--- src/rtl/hxb_pkg.sv ---
// Package for the hex text to bytes decoder: sizes, codes, the command
// passed from front to back, result and configuration structs.
// Depends on nothing; every other file imports it.
`default_nettype none

package hxb_pkg;

  // Sizing
  localparam int MAX_TEXT    = 4096;
  localparam int MAX_OUT     = 2048;
  localparam int POS_W       = $clog2(MAX_TEXT + 1);
  localparam int CHAR_W      = 8;
  localparam int LEN_W       = 12;
  localparam int CNT_W       = 12;
  localparam int CFG_W       = 12;
  localparam int CFG_IDX_W   = 2;
  localparam int QUEUE_DEPTH = 4;
  localparam int QPTR_W      = $clog2(QUEUE_DEPTH);

  // Characters of interest
  localparam logic [CHAR_W-1:0] CH_NUL  = 8'h00;
  localparam logic [CHAR_W-1:0] CH_ZERO = 8'h30;
  localparam logic [CHAR_W-1:0] CH_X_LO = 8'h78;
  localparam logic [CHAR_W-1:0] CH_X_UP = 8'h58;

  // Result kinds
  typedef enum logic [1:0] {
    K_DATA = 2'd0,
    K_DONE = 2'd1,
    K_ERR  = 2'd2
  } kind_t;

  // String phase as seen by the back end
  typedef enum logic [1:0] {
    PH_AWAIT,
    PH_RUN,
    PH_FULL,
    PH_ERR
  } phase_t;

  // Configuration register indexes
  typedef enum logic [CFG_IDX_W-1:0] {
    CFG_TRIM  = 2'd0,
    CFG_EMPTY = 2'd1,
    CFG_CAP   = 2'd2
  } cfg_index_t;

  // One classified character: an optional flushed byte from a held '0',
  // then an optional decoded byte or an error, and string start/end marks
  typedef struct packed {
    logic        sos;
    logic        eos;
    logic        flush_valid;
    logic [7:0]  flush_byte;
    logic        dec_valid;
    logic [7:0]  dec_byte;
    logic        err;
  } cmd_t;

  typedef struct packed {
    kind_t             kind;
    logic [7:0]        out_byte;
    logic [CNT_W-1:0]  byte_count;
    logic              last;
  } result_t;

  // Effective settings handed to the back end
  typedef struct packed {
    logic              trim_leading;
    logic              empty_as_null;
    logic [CNT_W-1:0]  capacity;
  } cfg_t;

  typedef struct packed {
    logic       ok;
    logic [3:0] value;
  } nibble_t;

  // ASCII hex digit to nibble
  function automatic nibble_t hex_nibble(input logic [CHAR_W-1:0] c);
    nibble_t r;
    logic [CHAR_W-1:0] d;
    r = '0;
    d = '0;
    if (c >= 8'h30 && c <= 8'h39) begin
      d = c - 8'h30;
      r.ok = 1'b1;
    end else if (c >= 8'h41 && c <= 8'h46) begin
      d = c - 8'h37;
      r.ok = 1'b1;
    end else if (c >= 8'h61 && c <= 8'h66) begin
      d = c - 8'h57;
      r.ok = 1'b1;
    end
    r.value = d[3:0];
    return r;
  endfunction

endpackage

`default_nettype wire

--- src/rtl/hxb_if.sv ---
// Valid/ready channel interfaces for the character input and result output.
// Depends on hxb_pkg for field widths.
`default_nettype none

interface hxb_in_if;
  import hxb_pkg::*;
  logic              valid;
  logic              ready;
  logic [CHAR_W-1:0] text_char;
  logic [LEN_W-1:0]  text_length;

  modport source (output valid, output text_char, output text_length, input ready);
  modport sink   (input valid, input text_char, input text_length, output ready);
endinterface

interface hxb_out_if;
  import hxb_pkg::*;
  logic             valid;
  logic             ready;
  logic [1:0]       kind;
  logic [7:0]       out_byte;
  logic [CNT_W-1:0] byte_count;
  logic             last;

  modport source (output valid, output kind, output out_byte, output byte_count,
                  output last, input ready);
  modport sink   (input valid, input kind, input out_byte, input byte_count,
                  input last, output ready);
endinterface

`default_nettype wire

--- src/rtl/hxb_front.sv ---
// Front end: takes characters, tracks position, parity, the 0x prefix and the
// high nibble, and pushes one classified command per character.
// Depends on hxb_pkg and hxb_if.
`default_nettype none

module hxb_front
  import hxb_pkg::*;
(
  input  wire logic clk,
  input  wire logic rst,
  hxb_in_if.sink    in,
  input  wire logic q_full,
  output logic      push,
  output cmd_t      cmd
);

  logic             awaiting, awaiting_next;
  logic [POS_W-1:0] position, position_next;
  logic             len_odd, len_odd_next;
  logic             prefix, prefix_next;
  logic [3:0]       high, high_next;

  logic [POS_W-1:0] eff_pos;
  logic             eff_odd;
  logic             eff_pre;
  logic [3:0]       h;
  logic             do_flush;
  logic             do_dec;
  nibble_t          nib;

  assign in.ready = !q_full;
  assign push     = in.valid && in.ready;

  // Classify the character on the input
  always_comb begin
    cmd      = '0;
    eff_pos  = awaiting ? '0 : position;
    eff_odd  = awaiting ? in.text_length[0] : len_odd;
    eff_pre  = awaiting ? 1'b0 : prefix;
    h        = awaiting ? 4'h0 : high;
    nib      = hex_nibble(in.text_char);
    do_flush = 1'b0;
    do_dec   = 1'b0;

    cmd.sos       = awaiting;
    awaiting_next = 1'b0;
    position_next = eff_pos;
    len_odd_next  = eff_odd;
    prefix_next   = eff_pre;

    if (in.text_char == CH_NUL) begin
      // end of string: a held '0' still counts as a digit
      cmd.eos       = 1'b1;
      awaiting_next = 1'b1;
      prefix_next   = 1'b0;
      do_flush      = eff_pre;
    end else if (eff_pos < POS_W'(MAX_TEXT)) begin
      position_next = eff_pos + POS_W'(1);
      if (eff_pos == '0 && in.text_length > LEN_W'(2) && in.text_char == CH_ZERO) begin
        prefix_next = 1'b1;
      end else if (eff_pos == POS_W'(1) && eff_pre) begin
        prefix_next = 1'b0;
        if (in.text_char != CH_X_LO && in.text_char != CH_X_UP) begin
          do_flush = 1'b1;
          do_dec   = 1'b1;
        end
      end else begin
        do_dec = 1'b1;
      end
    end

    // held '0' taken as the digit at position zero
    if (do_flush) begin
      if (!eff_odd) begin
        h = 4'h0;
      end else begin
        cmd.flush_valid = 1'b1;
        cmd.flush_byte  = {h, 4'h0};
      end
    end

    // digit at the current position
    if (do_dec) begin
      if (!nib.ok) begin
        cmd.err = 1'b1;
      end else if (eff_pos[0] == eff_odd) begin
        h = nib.value;
      end else begin
        cmd.dec_valid = 1'b1;
        cmd.dec_byte  = {h, nib.value};
      end
    end

    high_next = h;
  end

  // Character tracking state
  always_ff @(posedge clk) begin
    if (rst) begin
      awaiting <= 1'b1;
      position <= '0;
      len_odd  <= 1'b0;
      prefix   <= 1'b0;
      high     <= 4'h0;
    end else if (push) begin
      awaiting <= awaiting_next;
      position <= position_next;
      len_odd  <= len_odd_next;
      prefix   <= prefix_next;
      high     <= high_next;
    end
  end

endmodule

`default_nettype wire

--- src/rtl/hxb_queue.sv ---
// Short command queue between front and back ends.
// Depends on hxb_pkg for cmd_t and the depth.
`default_nettype none

module hxb_queue
  import hxb_pkg::*;
(
  input  wire logic clk,
  input  wire logic rst,
  input  wire logic push,
  input  cmd_t      push_cmd,
  output logic      full,
  input  wire logic pop,
  output logic      q_valid,
  output cmd_t      q_cmd
);

  cmd_t              entries [QUEUE_DEPTH];
  logic [QPTR_W-1:0] wr_ptr;
  logic [QPTR_W-1:0] rd_ptr;
  logic [QPTR_W:0]   count;

  assign full    = (count == (QPTR_W + 1)'(QUEUE_DEPTH));
  assign q_valid = (count != '0);
  assign q_cmd   = entries[rd_ptr];

  // Pointers and fill count
  always_ff @(posedge clk) begin
    if (rst) begin
      wr_ptr <= '0;
      rd_ptr <= '0;
      count  <= '0;
    end else begin
      if (push) wr_ptr <= wr_ptr + QPTR_W'(1);
      if (pop)  rd_ptr <= rd_ptr + QPTR_W'(1);
      priority case ({push, pop})
        2'b10:   count <= count + (QPTR_W + 1)'(1);
        2'b01:   count <= count - (QPTR_W + 1)'(1);
        default: count <= count;
      endcase
    end
  end

  // Storage
  always_ff @(posedge clk) begin
    if (push) entries[wr_ptr] <= push_cmd;
  end

endmodule

`default_nettype wire

--- src/rtl/hxb_back.sv ---
// Back end: applies trimming, capacity, error and end-of-string handling to
// each command and drives up to two result beats through an output register.
// Depends on hxb_pkg and hxb_if.
`default_nettype none

module hxb_back
  import hxb_pkg::*;
(
  input  wire logic clk,
  input  wire logic rst,
  input  cfg_t      cfg,
  input  wire logic q_valid,
  input  cmd_t      q_cmd,
  output logic      pop,
  hxb_out_if.source out
);

  phase_t           phase, phase_next;
  logic             trim_over, trim_over_next;
  logic [CNT_W-1:0] count, count_next;

  logic             out_valid;
  result_t          out_res;
  logic             pend_valid;
  result_t          pend_res;

  logic             can_load;
  logic [1:0]       n_res;
  result_t          r0, r1, cand;

  // Work out the results of the command at the head of the queue
  always_comb begin
    phase_next     = q_cmd.sos ? PH_RUN : phase;
    trim_over_next = q_cmd.sos ? 1'b0 : trim_over;
    count_next     = q_cmd.sos ? '0 : count;
    n_res          = 2'd0;
    r0             = '0;
    r1             = '0;
    cand           = '0;

    // byte from a held '0'
    if (phase_next == PH_RUN && q_cmd.flush_valid) begin
      if (!(cfg.trim_leading && !trim_over_next && q_cmd.flush_byte == 8'h00)) begin
        trim_over_next = 1'b1;
        cand = '{kind: K_DATA, out_byte: q_cmd.flush_byte, byte_count: '0, last: 1'b0};
        if (n_res == 2'd0) r0 = cand; else r1 = cand;
        n_res      = n_res + 2'd1;
        count_next = count_next + CNT_W'(1);
        if (count_next >= cfg.capacity) phase_next = PH_FULL;
      end
    end

    // decoded byte or error
    if (phase_next == PH_RUN) begin
      if (q_cmd.err) begin
        cand = '{kind: K_ERR, out_byte: 8'h00, byte_count: '0, last: 1'b0};
        if (n_res == 2'd0) r0 = cand; else r1 = cand;
        n_res      = n_res + 2'd1;
        phase_next = PH_ERR;
      end else if (q_cmd.dec_valid) begin
        if (!(cfg.trim_leading && !trim_over_next && q_cmd.dec_byte == 8'h00)) begin
          trim_over_next = 1'b1;
          cand = '{kind: K_DATA, out_byte: q_cmd.dec_byte, byte_count: '0, last: 1'b0};
          if (n_res == 2'd0) r0 = cand; else r1 = cand;
          n_res      = n_res + 2'd1;
          count_next = count_next + CNT_W'(1);
          if (count_next >= cfg.capacity) phase_next = PH_FULL;
        end
      end
    end

    // end of string: empty result padding, then done
    if (q_cmd.eos) begin
      if (phase_next != PH_ERR) begin
        if (count_next == '0 && !cfg.empty_as_null) begin
          cand = '{kind: K_DATA, out_byte: 8'h00, byte_count: '0, last: 1'b0};
          if (n_res == 2'd0) r0 = cand; else r1 = cand;
          n_res      = n_res + 2'd1;
          count_next = CNT_W'(1);
        end
        cand = '{kind: K_DONE, out_byte: 8'h00, byte_count: count_next, last: 1'b0};
        if (n_res == 2'd0) r0 = cand; else r1 = cand;
        n_res = n_res + 2'd1;
      end
      phase_next = PH_AWAIT;
    end

    if (n_res == 2'd2) r1.last = 1'b1;
    else               r0.last = 1'b1;
  end

  // Output handshake
  always_comb begin
    can_load = !out_valid || out.ready;
    pop      = can_load && !pend_valid && q_valid;
  end

  // Control state
  always_ff @(posedge clk) begin
    if (rst) begin
      phase      <= PH_AWAIT;
      trim_over  <= 1'b0;
      count      <= '0;
      out_valid  <= 1'b0;
      pend_valid <= 1'b0;
    end else if (can_load) begin
      if (pend_valid) begin
        out_valid  <= 1'b1;
        pend_valid <= 1'b0;
      end else if (q_valid) begin
        out_valid  <= (n_res != 2'd0);
        pend_valid <= (n_res == 2'd2);
        phase      <= phase_next;
        trim_over  <= trim_over_next;
        count      <= count_next;
      end else begin
        out_valid <= 1'b0;
      end
    end
  end

  // Result payload
  always_ff @(posedge clk) begin
    if (can_load) begin
      if (pend_valid) begin
        out_res <= pend_res;
      end else if (q_valid) begin
        out_res  <= r0;
        pend_res <= r1;
      end
    end
  end

  assign out.valid      = out_valid;
  assign out.kind       = out_res.kind;
  assign out.out_byte   = out_res.out_byte;
  assign out.byte_count = out_res.byte_count;
  assign out.last       = out_res.last;

endmodule

`default_nettype wire

--- src/rtl/hex_text_to_bytes.sv ---
// Hex text to bytes decoder. Takes one ASCII character per beat, with the
// string length sampled on the first character, and returns data bytes, a
// done beat with the byte count at the NUL, or an error beat on a non-hex
// character. One character is accepted every cycle while the command queue
// is not full; the results of a character pass through the queue and then
// the output register. A character that causes two results holds the output
// register for both, and the four-entry command queue between the character
// front end and the result back end keeps input flowing meanwhile. There is
// no clearing pass after reset. Depends on hxb_pkg, hxb_if, hxb_front,
// hxb_queue and hxb_back.
`default_nettype none

module hex_text_to_bytes
  import hxb_pkg::*;
(
  input  wire logic                 clk,
  input  wire logic                 rst,
  input  wire logic                 cfg_we,
  input  wire logic [CFG_IDX_W-1:0] cfg_index,
  input  wire logic [CFG_W-1:0]     cfg_data,
  hxb_in_if.sink                    in,
  hxb_out_if.source                 out
);

  logic             trim_leading;
  logic             empty_as_null;
  logic [CFG_W-1:0] out_capacity;
  cfg_t             cfg;

  logic             push;
  cmd_t             push_cmd;
  logic             q_full;
  logic             q_valid;
  cmd_t             q_cmd;
  logic             pop;

  // Configuration registers
  always_ff @(posedge clk) begin
    if (rst) begin
      trim_leading  <= 1'b1;
      empty_as_null <= 1'b1;
      out_capacity  <= CFG_W'(MAX_OUT);
    end else if (cfg_we) begin
      unique case (cfg_index_t'(cfg_index))
        CFG_TRIM:  trim_leading  <= cfg_data[0];
        CFG_EMPTY: empty_as_null <= cfg_data[0];
        CFG_CAP:   out_capacity  <= cfg_data;
        default:   ;
      endcase
    end
  end

  // Capacity clamped to the supported range
  always_comb begin
    cfg.trim_leading  = trim_leading;
    cfg.empty_as_null = empty_as_null;
    if (out_capacity == '0)                      cfg.capacity = CNT_W'(1);
    else if (out_capacity > CFG_W'(MAX_OUT))     cfg.capacity = CNT_W'(MAX_OUT);
    else                                         cfg.capacity = out_capacity;
  end

  hxb_front u_front (
    .clk    (clk),
    .rst    (rst),
    .in     (in),
    .q_full (q_full),
    .push   (push),
    .cmd    (push_cmd)
  );

  hxb_queue u_queue (
    .clk      (clk),
    .rst      (rst),
    .push     (push),
    .push_cmd (push_cmd),
    .full     (q_full),
    .pop      (pop),
    .q_valid  (q_valid),
    .q_cmd    (q_cmd)
  );

  hxb_back u_back (
    .clk     (clk),
    .rst     (rst),
    .cfg     (cfg),
    .q_valid (q_valid),
    .q_cmd   (q_cmd),
    .pop     (pop),
    .out     (out)
  );

endmodule

`default_nettype wire
--- src/flat_wrapper.sv ---
// flat-port wrapper written by rule: the top's interface ports become plain ports
module hex_text_to_bytes_flat import hxb_pkg::*;
  (clk, rst, cfg_we, cfg_index, cfg_data, in_valid, in_text_char, in_text_length, in_ready, out_valid, out_kind, out_out_byte, out_byte_count, out_last, out_ready);
  hxb_in_if in_i ();
  hxb_out_if out_i ();
  input  wire logic clk;
  input  wire logic rst;
  input  wire logic cfg_we;
  input  wire logic [CFG_IDX_W-1:0] cfg_index;
  input  wire logic [CFG_W-1:0] cfg_data;
  input wire logic [$bits(in_i.valid)-1:0] in_valid;
  input wire logic [$bits(in_i.text_char)-1:0] in_text_char;
  input wire logic [$bits(in_i.text_length)-1:0] in_text_length;
  output wire logic [$bits(in_i.ready)-1:0] in_ready;
  output wire logic [$bits(out_i.valid)-1:0] out_valid;
  output wire logic [$bits(out_i.kind)-1:0] out_kind;
  output wire logic [$bits(out_i.out_byte)-1:0] out_out_byte;
  output wire logic [$bits(out_i.byte_count)-1:0] out_byte_count;
  output wire logic [$bits(out_i.last)-1:0] out_last;
  input wire logic [$bits(out_i.ready)-1:0] out_ready;
  assign in_i.valid = in_valid;
  assign in_i.text_char = in_text_char;
  assign in_i.text_length = in_text_length;
  assign in_ready = in_i.ready;
  assign out_valid = out_i.valid;
  assign out_kind = out_i.kind;
  assign out_out_byte = out_i.out_byte;
  assign out_byte_count = out_i.byte_count;
  assign out_last = out_i.last;
  assign out_i.ready = out_ready;
  hex_text_to_bytes u_core (.clk(clk), .rst(rst), .cfg_we(cfg_we), .cfg_index(cfg_index), .cfg_data(cfg_data), .in(in_i), .out(out_i));
endmodule
--- config.mk ---
export PLATFORM = sky130hd
export DESIGN_NAME = hex_text_to_bytes_flat
export DESIGN_NICKNAME = d
export VERILOG_FILES = /design/src/rtl/hxb_pkg.sv /design/src/rtl/hxb_if.sv /design/src/rtl/hxb_front.sv /design/src/rtl/hxb_queue.sv /design/src/rtl/hxb_back.sv /design/src/rtl/hex_text_to_bytes.sv /design/src/flat_wrapper.sv
export SDC_FILE = /design/constraint.sdc
export NUM_CORES = 1
export LEC_CHECK = 0
export ABC_AREA = 1
export BUFFER_PORTS_ARGS = -buffer_cell sky130_fd_sc_hd__buf_2
export CORE_ASPECT_RATIO = 1.75
export CORE_MARGIN = 2
export CORE_UTILIZATION = 35
export CTS_CLUSTER_DIAMETER = 50
export DETAILED_ROUTE_END_ITERATION = 16
export GPL_ROUTABILITY_DRIVEN = 0
export PLACE_DENSITY = 0.51
export SLEW_MARGIN = 20
export SYNTH_ARGS = -nofsm -noshare
export SYNTH_HDL_FRONTEND = slang
export SYNTH_SLANG_ARGS = --single-unit
export TNS_END_PERCENT = 30
--- constraint.sdc ---
create_clock -name clk -period 6.6 [get_ports clk]
set_input_delay 0.33 -clock clk [delete_from_list [all_inputs] [get_ports clk]]
set_output_delay 0.33 -clock clk [all_outputs]
set_load 0.02 [all_outputs]
==> results of run 1 <==
==> stage by stage <==
step / utilization, % / setup slack [ps] / power, mW
after CTS: 40.1 / 632 / 4.73
after floorplan: - / 1790 / 3.12
after global placement: 38.2 / 826 / 3.73
final: 40.2 / 827 / 4.68
after global routing: 40.2 / 191 / 5.02
after detailed placement: 38.2 / 646 / 3.74
==> kinds of logic (layout without fill, tap and decap cells) <==
group / after synthesis / in the layout / share of synthesized area, %
AND/OR/NAND/NOR: 665 / 665 / 30.3
buffers and inverters: 192 / 269 / 8.00
flip-flops: 174 / 174 / 46.3
AO/OA/AOI/OAI: 162 / 162 / 9.35
adder cells (fa/ha/maj): 41 / 41 / 5.22
XOR/XNOR: 9 / 9 / 0.790
==> power by group <==
part	internal, mW	leakage [nW]	switching [mW]
combinational	0.595	2.98	1.55
clock	0.534	0.271	0.438
sequential	1.48	1.59	0.0906
total	2.61	4.84	2.08
==> routing by layer <==
metal	share of wire, %	vias up
met5	0	-
met4	4.8	0
met3	2.2	70
met2	57	163
met1	36	3903
li1	-	4250
==> layout by cell type, fill, tap and decap left out, drive strengths merged, types with 2 or more instances in the layout <==
cell type,netlist,routed
clkbuf,21,21
nand3b,2,2
nor3,30,30
o211ai,7,7
nor3b,2,2
edfxtp,114,114
nand4,23,23
ha,40,40
buf,16,82
o2111ai,2,2
o21ai,67,67
clkinvlp,0,2
xnor2,2,2
a21oi,61,61
and2,3,3
a32oi,2,2
a31oi,4,4
xor2,7,7
dfxtp,60,60
inv,153,158
nand3,87,87
o22ai,3,3
clkinv,2,5
nand2,360,360
or2,2,2
nor2,148,148
nor4,8,8
o21bai,5,5
o21a,2,2
o32ai,2,2
o31ai,2,2
==> registers in the layout, indices dropped and copies added (netlist names), 2 cells and up, named ones only <==
name and count:
u_core.u_back.pend_res 23, u_core.u_queue.wr_ptr 2, u_core.u_back.count 12, u_core.out_capacity 12, u_core.u_back.out.kind 2, u_core.u_front.high 4
u_core.u_queue.rd_ptr 2, u_core.u_back.out.out_byte 8, u_core.u_queue.count 3, u_core.u_queue.entries 68, u_core.u_front.position 13, u_core.u_back.out.byte_count 12
u_core.u_back.phase 2
==> worst reg2reg max path: cells and delay by family (launching register included) <==
family                   cells  cell delay (ps)
flip-flops                   1              370
AO/OA/AOI/OAI                6             1470
AND/OR/NAND/NOR             19             2690
buffers and inverters        3              570
adder cells (fa/ha/maj)      2              510
==> synthesized netlist by cell type, types with 3 or more instances <==
cell type	instances	share of area, %
sky130_fd_sc_hd__nand2_1	329	12
sky130_fd_sc_hd__inv_1	141	5.3
sky130_fd_sc_hd__nor2_1	132	5.0
sky130_fd_sc_hd__edfxtp_1	114	34
sky130_fd_sc_hd__nand3_1	79	4.0
sky130_fd_sc_hd__a21oi_1	61	3.1
sky130_fd_sc_hd__dfxtp_1	60	12
sky130_fd_sc_hd__o21ai_0	57	2.9
sky130_fd_sc_hd__ha_1	40	5.0
sky130_fd_sc_hd__nor3_1	30	1.5
sky130_fd_sc_hd__nand4_1	23	1.4
sky130_fd_sc_hd__clkbuf_1	21	0.79
sky130_fd_sc_hd__nand2_2	21	1.3
sky130_fd_sc_hd__inv_2	10	0.38
sky130_fd_sc_hd__nand2_4	10	1.1
sky130_fd_sc_hd__nor4_1	8	0.50
sky130_fd_sc_hd__buf_2	7	0.35
sky130_fd_sc_hd__nand3_2	7	0.70
sky130_fd_sc_hd__nor2_2	7	0.44
sky130_fd_sc_hd__nor2_4	7	0.79
sky130_fd_sc_hd__o211ai_1	7	0.53
sky130_fd_sc_hd__o21ai_1	7	0.35
sky130_fd_sc_hd__xor2_1	7	0.61
sky130_fd_sc_hd__buf_6	6	0.68
sky130_fd_sc_hd__a31oi_1	4	0.25
sky130_fd_sc_hd__and2_1	3	0.19
sky130_fd_sc_hd__o21bai_1	3	0.23
sky130_fd_sc_hd__o22ai_1	3	0.19
==> how the worst max path moves through the flow <==
stage,from,end,cells past startpoint
after CTS,register,u_core.u_back.out.byte_count[0],31
after global placement,register,u_core.u_back.out.byte_count[9],34
after global routing,register,u_core.u_back.out.byte_count[1],33
after detailed placement,register,u_core.u_back.out.byte_count[0],31
after floorplan,register,u_core.u_back.pend_res[0],35
final,register,u_core.u_back.out.byte_count[4],30
==> cell type report <==
type | instances | area, um2
Sequential cell | 174 | 4620
Tap cell | 373 | 467
Timing Repair Buffer | 82 | 458
Inverter | 155 | 587
Clock inverter | 11 | 106
Multi-Input combinational cell | 877 | 4560
Clock buffer | 21 | 450
Fill cell | 2928 | 16700
==> impl_summary.log, run 1 <==
[metrics] status: completed
[metrics] Die X-Extent: 132 um
[metrics] post-route cell area: 11300 um2
[metrics] signal arrival time at the worst endpoint: 6050 ps
[metrics] layout overhead on the synthesized area: 12.7%
[metrics] clock skew: 10.9 ps
[metrics] die area: 29900 um2
[metrics] CP max stage cell: sky130_fd_sc_hd__a31oi_1
[metrics] largest incremental delay on the critical path: 450 ps
[metrics] Hold Vio Cnt, Final: 0
[metrics] CTS tree: yes
[metrics] kind of path behind the tightest hold check: in -> reg
[metrics] proportion of synthesized chip area in sequential cells: 46.3%
[metrics] Least-Margin Pin Slew: 1080 ps
[metrics] number of max-slew violations in the final report: 0
[metrics] Maximum Capacitance Violations: 0
[metrics] Sinks on Clock Net: 174
[metrics] share of the clock period used by the worst path after layout: 87.5%
[metrics] CP Max Fanout: 35
[metrics] buffering stage count on the worst path with inverters included: 3
[metrics] setup repair after global routing missed its margin: no
[metrics] Pre-antenna DRT Iters: 5
[metrics] DRC violation count after routing: 0
[metrics] worst reg-to-reg path cell count: 30
[metrics] endpoint of the lowest-slack register-to-register path: u_core.u_back.out.byte_count[4]
[metrics] dominant delay contributor by cell family on the critical path: simple AND/OR/NAND/NOR gates
[metrics] normalized max-slew margin: 25.9%
[metrics] largest net degree at the start of global routing: 36
[metrics] average instance area after synthesis: 8.03 um2
[metrics] P_leak: 4.84 nW
[metrics] post-layout minimum cycle time: 5770 ps
[metrics] critical setup path kind: reg -> reg
[metrics] CORE AREA: 28000 um2
[metrics] total track usage: 18.7%
[metrics] Worst IR Drop VDD: 0.277 mV
[metrics] Placed Cells: 1658
[metrics] final routed wirelength across all metal layers: 27100 um
[metrics] site row count: 81
[metrics] final net count: 1387
[metrics] type of element capturing the critical path: register
[metrics] achievable frequency: 173 MHz
[metrics] Starting Density: 35.7%
[metrics] final setup fails: 0
[metrics] number of H-tree levels: 4
[metrics] number of cells on the worst hold path: 3
[metrics] ratio of cells with drive above 1 in the final layout: 14.1%
[metrics] Yosys reg bits: 174
[metrics] clk_lat worst skew: 450 ps
[metrics] number of distinct standard cells referenced by the synthesized netlist: 53
[metrics] beginning of the worst hold path: cfg_data[11]
[metrics] grt total ovfl: 0
[metrics] clock transition at the registers of the reported paths: 70 ps
[metrics] wire length of the first global-routing pass: 42700 um
[metrics] total cell area at the placement stage: 10700 um2
[metrics] summed negative setup slack over all endpoints: 0 ps
[metrics] cell with the most instances on the worst path: sky130_fd_sc_hd__nand2_1
[metrics] register-to-register path setup slack: 830 ps
[metrics] post-DP HPWL: 20700 um
[metrics] GR Layer Usage met2: 37.5%
[metrics] Warnings, synthesis: 0
[metrics] post-synthesis instance area: 9980 um2
[metrics] via density per instance: 4.95
[metrics] PD cells: 416 nW/um2
[metrics] PostCTS Resize Cnt: 0
[metrics] number of global-route vias before repair: 8216
[metrics] number of nets in the synthesized netlist: 1323
[metrics] primary flip-flop cell chosen by synthesis mapping: sky130_fd_sc_hd__edfxtp_1
[metrics] Final Non-Filler Cells: 1693
[metrics] starting DRC count in detailed routing: 438
[metrics] total number of vias: 8386
[metrics] required time reported for the critical path endpoint: 6880 ps
[metrics] Worst Hold End: u_core.out_capacity[11]
[metrics] height of the die: 227 um
[metrics] quantity of hold-fixing buffers added after cts: 0
[metrics] final hold slack: 127 ps
[metrics] maximum count of clock buffers along a single path: 2
[metrics] post-route ant nets: 0
[metrics] antenna violations before repair: 0
[metrics] GR Layer Usage met1: 17.7%
[metrics] count of flip-flops with a built-in enable after synthesis: 114
[metrics] Syn Inst Count: 1243
[metrics] met3 track demand over resource: 2.72%
[metrics] count of buffers from port buffering: 63
[metrics] busiest layer in global routing: met2
[metrics] startpoint types: register
[metrics] average wire per cell in the routed design: 16.0 um
[metrics] Antenna Cells: 0
[metrics] Top Ports: 64
[metrics] Post-CTS Setup Repair Bufs: 0
[metrics] clock root buffer master: sky130_fd_sc_hd__clkbuf_16
[metrics] number of buffers inserted during clock tree synthesis: 17
[metrics] Async SR Flop Fraction: 0%
(Power assumes the default switching activity.)
==> run 2: changes to the inputs <==
Settings changed: ABC_AREA 1 to 0, MAX_ROUTING_LAYER set to met4.
==> run 2 against run 1 <==
Net effect:
- global-route usage grew 0.63 points
- utilization shrank 0.19 points
- highest routed layer unchanged
- combinational power shrank 25%
- final area shrank 0.82%
- synthesized cell count shrank 23%
- worst setup slack lost 470 ps
- cell count shrank 18%
- non-clock buffer count grew 3
- total power shrank 11%
- fmax shrank 7.5%
==> impl_summary.log, run 2 <==
[metrics] status: completed
[metrics] Antenna Cells: 0 (unchanged)
[metrics] leading cell type by number of instances after synthesis: sky130_fd_sc_hd__nand2_1
[metrics] summed negative setup slack over all endpoints: 0 ps (unchanged)
[metrics] required time reported for the critical path endpoint: 6800 ps (-80 ps)
[metrics] Die X-Extent: 131 um (-0.65%)
[metrics] Yosys reg bits: 174 (unchanged)
[metrics] top library cells by usage in the layout, fill and taps aside: sky130_fd_sc_hd__nand2_1, sky130_fd_sc_hd__edfxtp_1, sky130_fd_sc_hd__nor2_1, sky130_fd_sc_hd__buf_2, sky130_fd_sc_hd__dfxtp_1
[metrics] switching power summed over all nets: 1.61 mW (-22%)
[metrics] commonest non-fill, non-tap cell in the layout: sky130_fd_sc_hd__nand2_1
[metrics] site row count: 81 (unchanged)
[metrics] count of fill cells added during filler insertion: 2774 (-5.3%)
[metrics] top cells by area in the synthesized netlist: sky130_fd_sc_hd__edfxtp_1, sky130_fd_sc_hd__dfxtp_1, sky130_fd_sc_hd__ha_1
[metrics] Pre-antenna DRT Iters: 5 (unchanged)
[metrics] final routed wirelength across all metal layers: 26100 um (-3.7%)
[metrics] height of the die: 226 um (-0.66%)
[metrics] Warnings, synthesis: 0 (unchanged)
[metrics] Final Power: 4.15 mW (-11%)
[metrics] number of distinct standard cells referenced by the synthesized netlist: 91 (+72%)
[metrics] PD cells: 372 nW/um2 (-11%)
[metrics] grt total ovfl: 0 (unchanged)
[metrics] clock root buffer master: sky130_fd_sc_hd__clkbuf_16
[metrics] power share of the sequential group: 37.6% (+4.1 points)
[metrics] maximum count of clock buffers along a single path: 2 (unchanged)
[metrics] number of H-tree levels: 4 (unchanged)
[metrics] count of flip-flops with a built-in enable after synthesis: 114 (unchanged)
[metrics] Hold Vio Cnt, Final: 0 (unchanged)
[metrics] final critical-path setup slack: 360 ps (-468 ps)
[metrics] largest registers: u_core.u_queue.entries x68, u_core.u_back.pend_res x23, u_core.u_front.position x13
[metrics] die area: 29500 um2 (-1.3%)
[metrics] Top Ports: 64 (unchanged)
[metrics] Sinks on Clock Net: 174 (unchanged)
[metrics] number of max-slew violations in the final report: 0 (unchanged)
[metrics] startpoint types: register
[metrics] kind of path behind the tightest hold check: in -> reg
[metrics] largest net degree at the start of global routing: 53 (+47%)
[metrics] starting DRC count in detailed routing: 448 (+2.3%)
[metrics] total number of vias: 7409 (-12%)
[metrics] cell type contributing the most total cell area after synthesis: sky130_fd_sc_hd__edfxtp_1
[metrics] achievable frequency: 160 MHz (-7.5%)
[metrics] proportion of netlist area held by the largest area contributor: 34.8% (+0.46 points)
[metrics] layout overhead on the synthesized area: 13.3%
[metrics] Async SR Flop Fraction: 0% (unchanged)
[metrics] via density per instance: 5.31 (+7.2%)
[metrics] Starting Density: 35.3% (-0.35 points)
[metrics] top cells by instance count after synthesis: sky130_fd_sc_hd__nand2_1, sky130_fd_sc_hd__edfxtp_1, sky130_fd_sc_hd__nor2_1
[metrics] count of buffers from port buffering: 63 (unchanged)
[metrics] number of buffers inserted during clock tree synthesis: 17 (unchanged)
[metrics] switching part of the total: 38.9% (-5.5 points)
[metrics] final hold slack: 104 ps (-23.5 ps)
[metrics] utilization after layout: 40.0% (-0.19 points)
[metrics] type of element capturing the critical path: register
[metrics] Maximum Capacitance Violations: 0 (unchanged)
[metrics] CP Max Fanout: 13 (-63%)
[metrics] antenna violations before repair: 0 (unchanged)
[metrics] post-synthesis instance area: 9850 um2 (-1.3%)
[metrics] part of the power in combinational logic: 38.6% (-7.1 points)
[metrics] primary flip-flop cell chosen by synthesis mapping: sky130_fd_sc_hd__edfxtp_1
[metrics] GR Layer Usage met1: 19.2% (+1.5 points)
[metrics] ratio of cells with drive above 1 in the final layout: 17.1% (+3.0 points)
[metrics] Least-Margin Pin Slew: 991 ps (-92.7 ps)
[metrics] total track usage: 19.3% (+0.63 points)
[metrics] CTS tree: yes
[metrics] internal power contribution: 2.54 mW (-2.7%)
[metrics] DRC violation count after routing: 0 (unchanged)
[metrics] wire length of the first global-routing pass: 41600 um (-2.6%)
[metrics] clock skew: 16.5 ps (+5.66 ps)
[metrics] average wire per cell in the routed design: 18.7 um (+17%)
[metrics] clk_lat worst skew: 460 ps (about the same)
[metrics] post-layout minimum cycle time: 6240 ps (+468 ps)
[metrics] clock transition at the registers of the reported paths: 70 ps (about the same)
[metrics] signal arrival time at the worst endpoint: 6440 ps (+390 ps)
[metrics] met3 track demand over resource: 3.01% (+0.29 points)
[metrics] share of power burned in the clock network: 23.8% (+3.0 points)
[metrics] post-DP HPWL: 19900 um (-3.9%)
[metrics] number of nets in the synthesized netlist: 1034 (-22%)
[metrics] final setup fails: 0 (unchanged)
[metrics] critical setup path kind: reg -> reg
[metrics] share of the clock period used by the worst path after layout: 94.6% (+7.1 points)
[metrics] final net count: 1089 (-21%)
[metrics] average instance area after synthesis: 10.3 um2 (+29%)
[metrics] quantity of hold-fixing buffers added after cts: 0 (unchanged)
[metrics] proportion of synthesized chip area in sequential cells: 47.0% (+0.62 points)
[metrics] flip-flop count of the largest register after layout: 68 (unchanged)
[metrics] Worst IR Drop VDD: 0.179 mV (-35%)
[metrics] normalized max-slew margin: 33.9% (+8.0 points)
[metrics] GR Layer Usage met2: 35.1% (-2.4 points)
[metrics] Largest Register: u_core.u_queue.entries
[metrics] CORE AREA: 27900 um2 (-0.36%)
[metrics] number of global-route vias before repair: 7487 (-8.9%)
[metrics] post-route ant nets: 0 (unchanged)
[metrics] worst-case setup slack after placement: 253 ps (-393 ps)
[metrics] busiest layer in global routing: met2
[metrics] Syn Inst Count: 954 (-23%)
[metrics] P_leak: 3.98 nW (-18%)
## run 2: logic make-up after synthesis
logic type	after synthesis	synth area share [%]
multiplexers	33	5.56
AO/OA/AOI/OAI	192	14.4
AND/OR/NAND/NOR	392	20.5
adder cells (fa/ha/maj)	41	5.29
XOR/XNOR	40	3.75
flip-flops	174	47.0
buffers and inverters	82	3.57
## run 2: through the flow
step / instance area (um2) / cells
6_report: 11200 / 1395
5_1_grt: 11200 / 1395
4_1_cts: 11100 / 1392
3_5_place_dp: 10500 / 1360
3_3_place_gp: 10500 / 1360
2_1_floorplan: 9850 / 954
## run 2: final cells by class
type | instances | area [um2] | share of cell area (%)
Sequential cell | 174 | 4620 | 41.4
Multi-Input combinational cell | 698 | 4890 | 43.8
Timing Repair Buffer | 85 | 480 | 4.31
Clock inverter | 13 | 129 | 1.15
Tap cell | 373 | 467 | 4.18
Inverter | 33 | 124 | 1.11
Clock buffer | 19 | 443 | 3.97
## run 2: worst max-delay path, stage by stage (launching register included)
cell and delay, ps:
sky130_fd_sc_hd__edfxtp_1 390, sky130_fd_sc_hd__mux4_2 550, sky130_fd_sc_hd__nor2b_1 260, sky130_fd_sc_hd__ha_1 220, sky130_fd_sc_hd__nand4_1 230, sky130_fd_sc_hd__nor2_1 160, sky130_fd_sc_hd__nand3_1 140, sky130_fd_sc_hd__xor2_1 180
sky130_fd_sc_hd__nor2_1 60, sky130_fd_sc_hd__ha_1 320, sky130_fd_sc_hd__nand2_1 70, sky130_fd_sc_hd__o21ai_0 130, sky130_fd_sc_hd__o21ai_0 330, sky130_fd_sc_hd__nor3_4 110, sky130_fd_sc_hd__nor3b_1 200, sky130_fd_sc_hd__buf_4 230
sky130_fd_sc_hd__nand3_1 220, sky130_fd_sc_hd__o21a_1 290, sky130_fd_sc_hd__a2111o_4 550, sky130_fd_sc_hd__nor2_8 220, sky130_fd_sc_hd__nor2_1 70, sky130_fd_sc_hd__a21oi_1 140, sky130_fd_sc_hd__ha_1 270, sky130_fd_sc_hd__and3_1 150
sky130_fd_sc_hd__nor3b_1 150, sky130_fd_sc_hd__or3_1 340
## run 2: final timing paths
check                                     start                         to  slack (ps)  cells past startpoint
setup / recovery  u_core.u_queue.entries[3][20]  u_core.u_back.pend_res[0]         360                     25
hold / removal                     cfg_data[11]    u_core.out_capacity[11]         100                      2
setup reg to reg  u_core.u_queue.entries[3][20]  u_core.u_back.pend_res[0]         360                     25
hold reg to reg          u_core.out_capacity[0]     u_core.out_capacity[0]         460                      2
## run 2: power groups by stage
stage          clock, mW  sequential, mW  combinational (mW)
6_report           0.986            1.56                1.60
5_1_grt             1.05            1.59                1.77
4_1_cts             1.01            1.57                1.62
3_5_place_dp           0            1.59                1.61
3_3_place_gp           0            1.58                1.61
2_1_floorplan          0            1.65                1.04
## run 2: repair_timing
action / 4_1_cts / 5_1_grt
setup buffers: 0 / 3
resized for setup: 0 / 3
setup endpoints to repair: 0 / 36
## run 2: layer usage
| metal | share of wire, % | wire, um |
|---|---|---|
| met5 | 0 | 0 |
| met4 | 4.4 | 1150 |
| met3 | 2.2 | 566 |
| met2 | 57 | 14700 |
| met1 | 37 | 9620 |
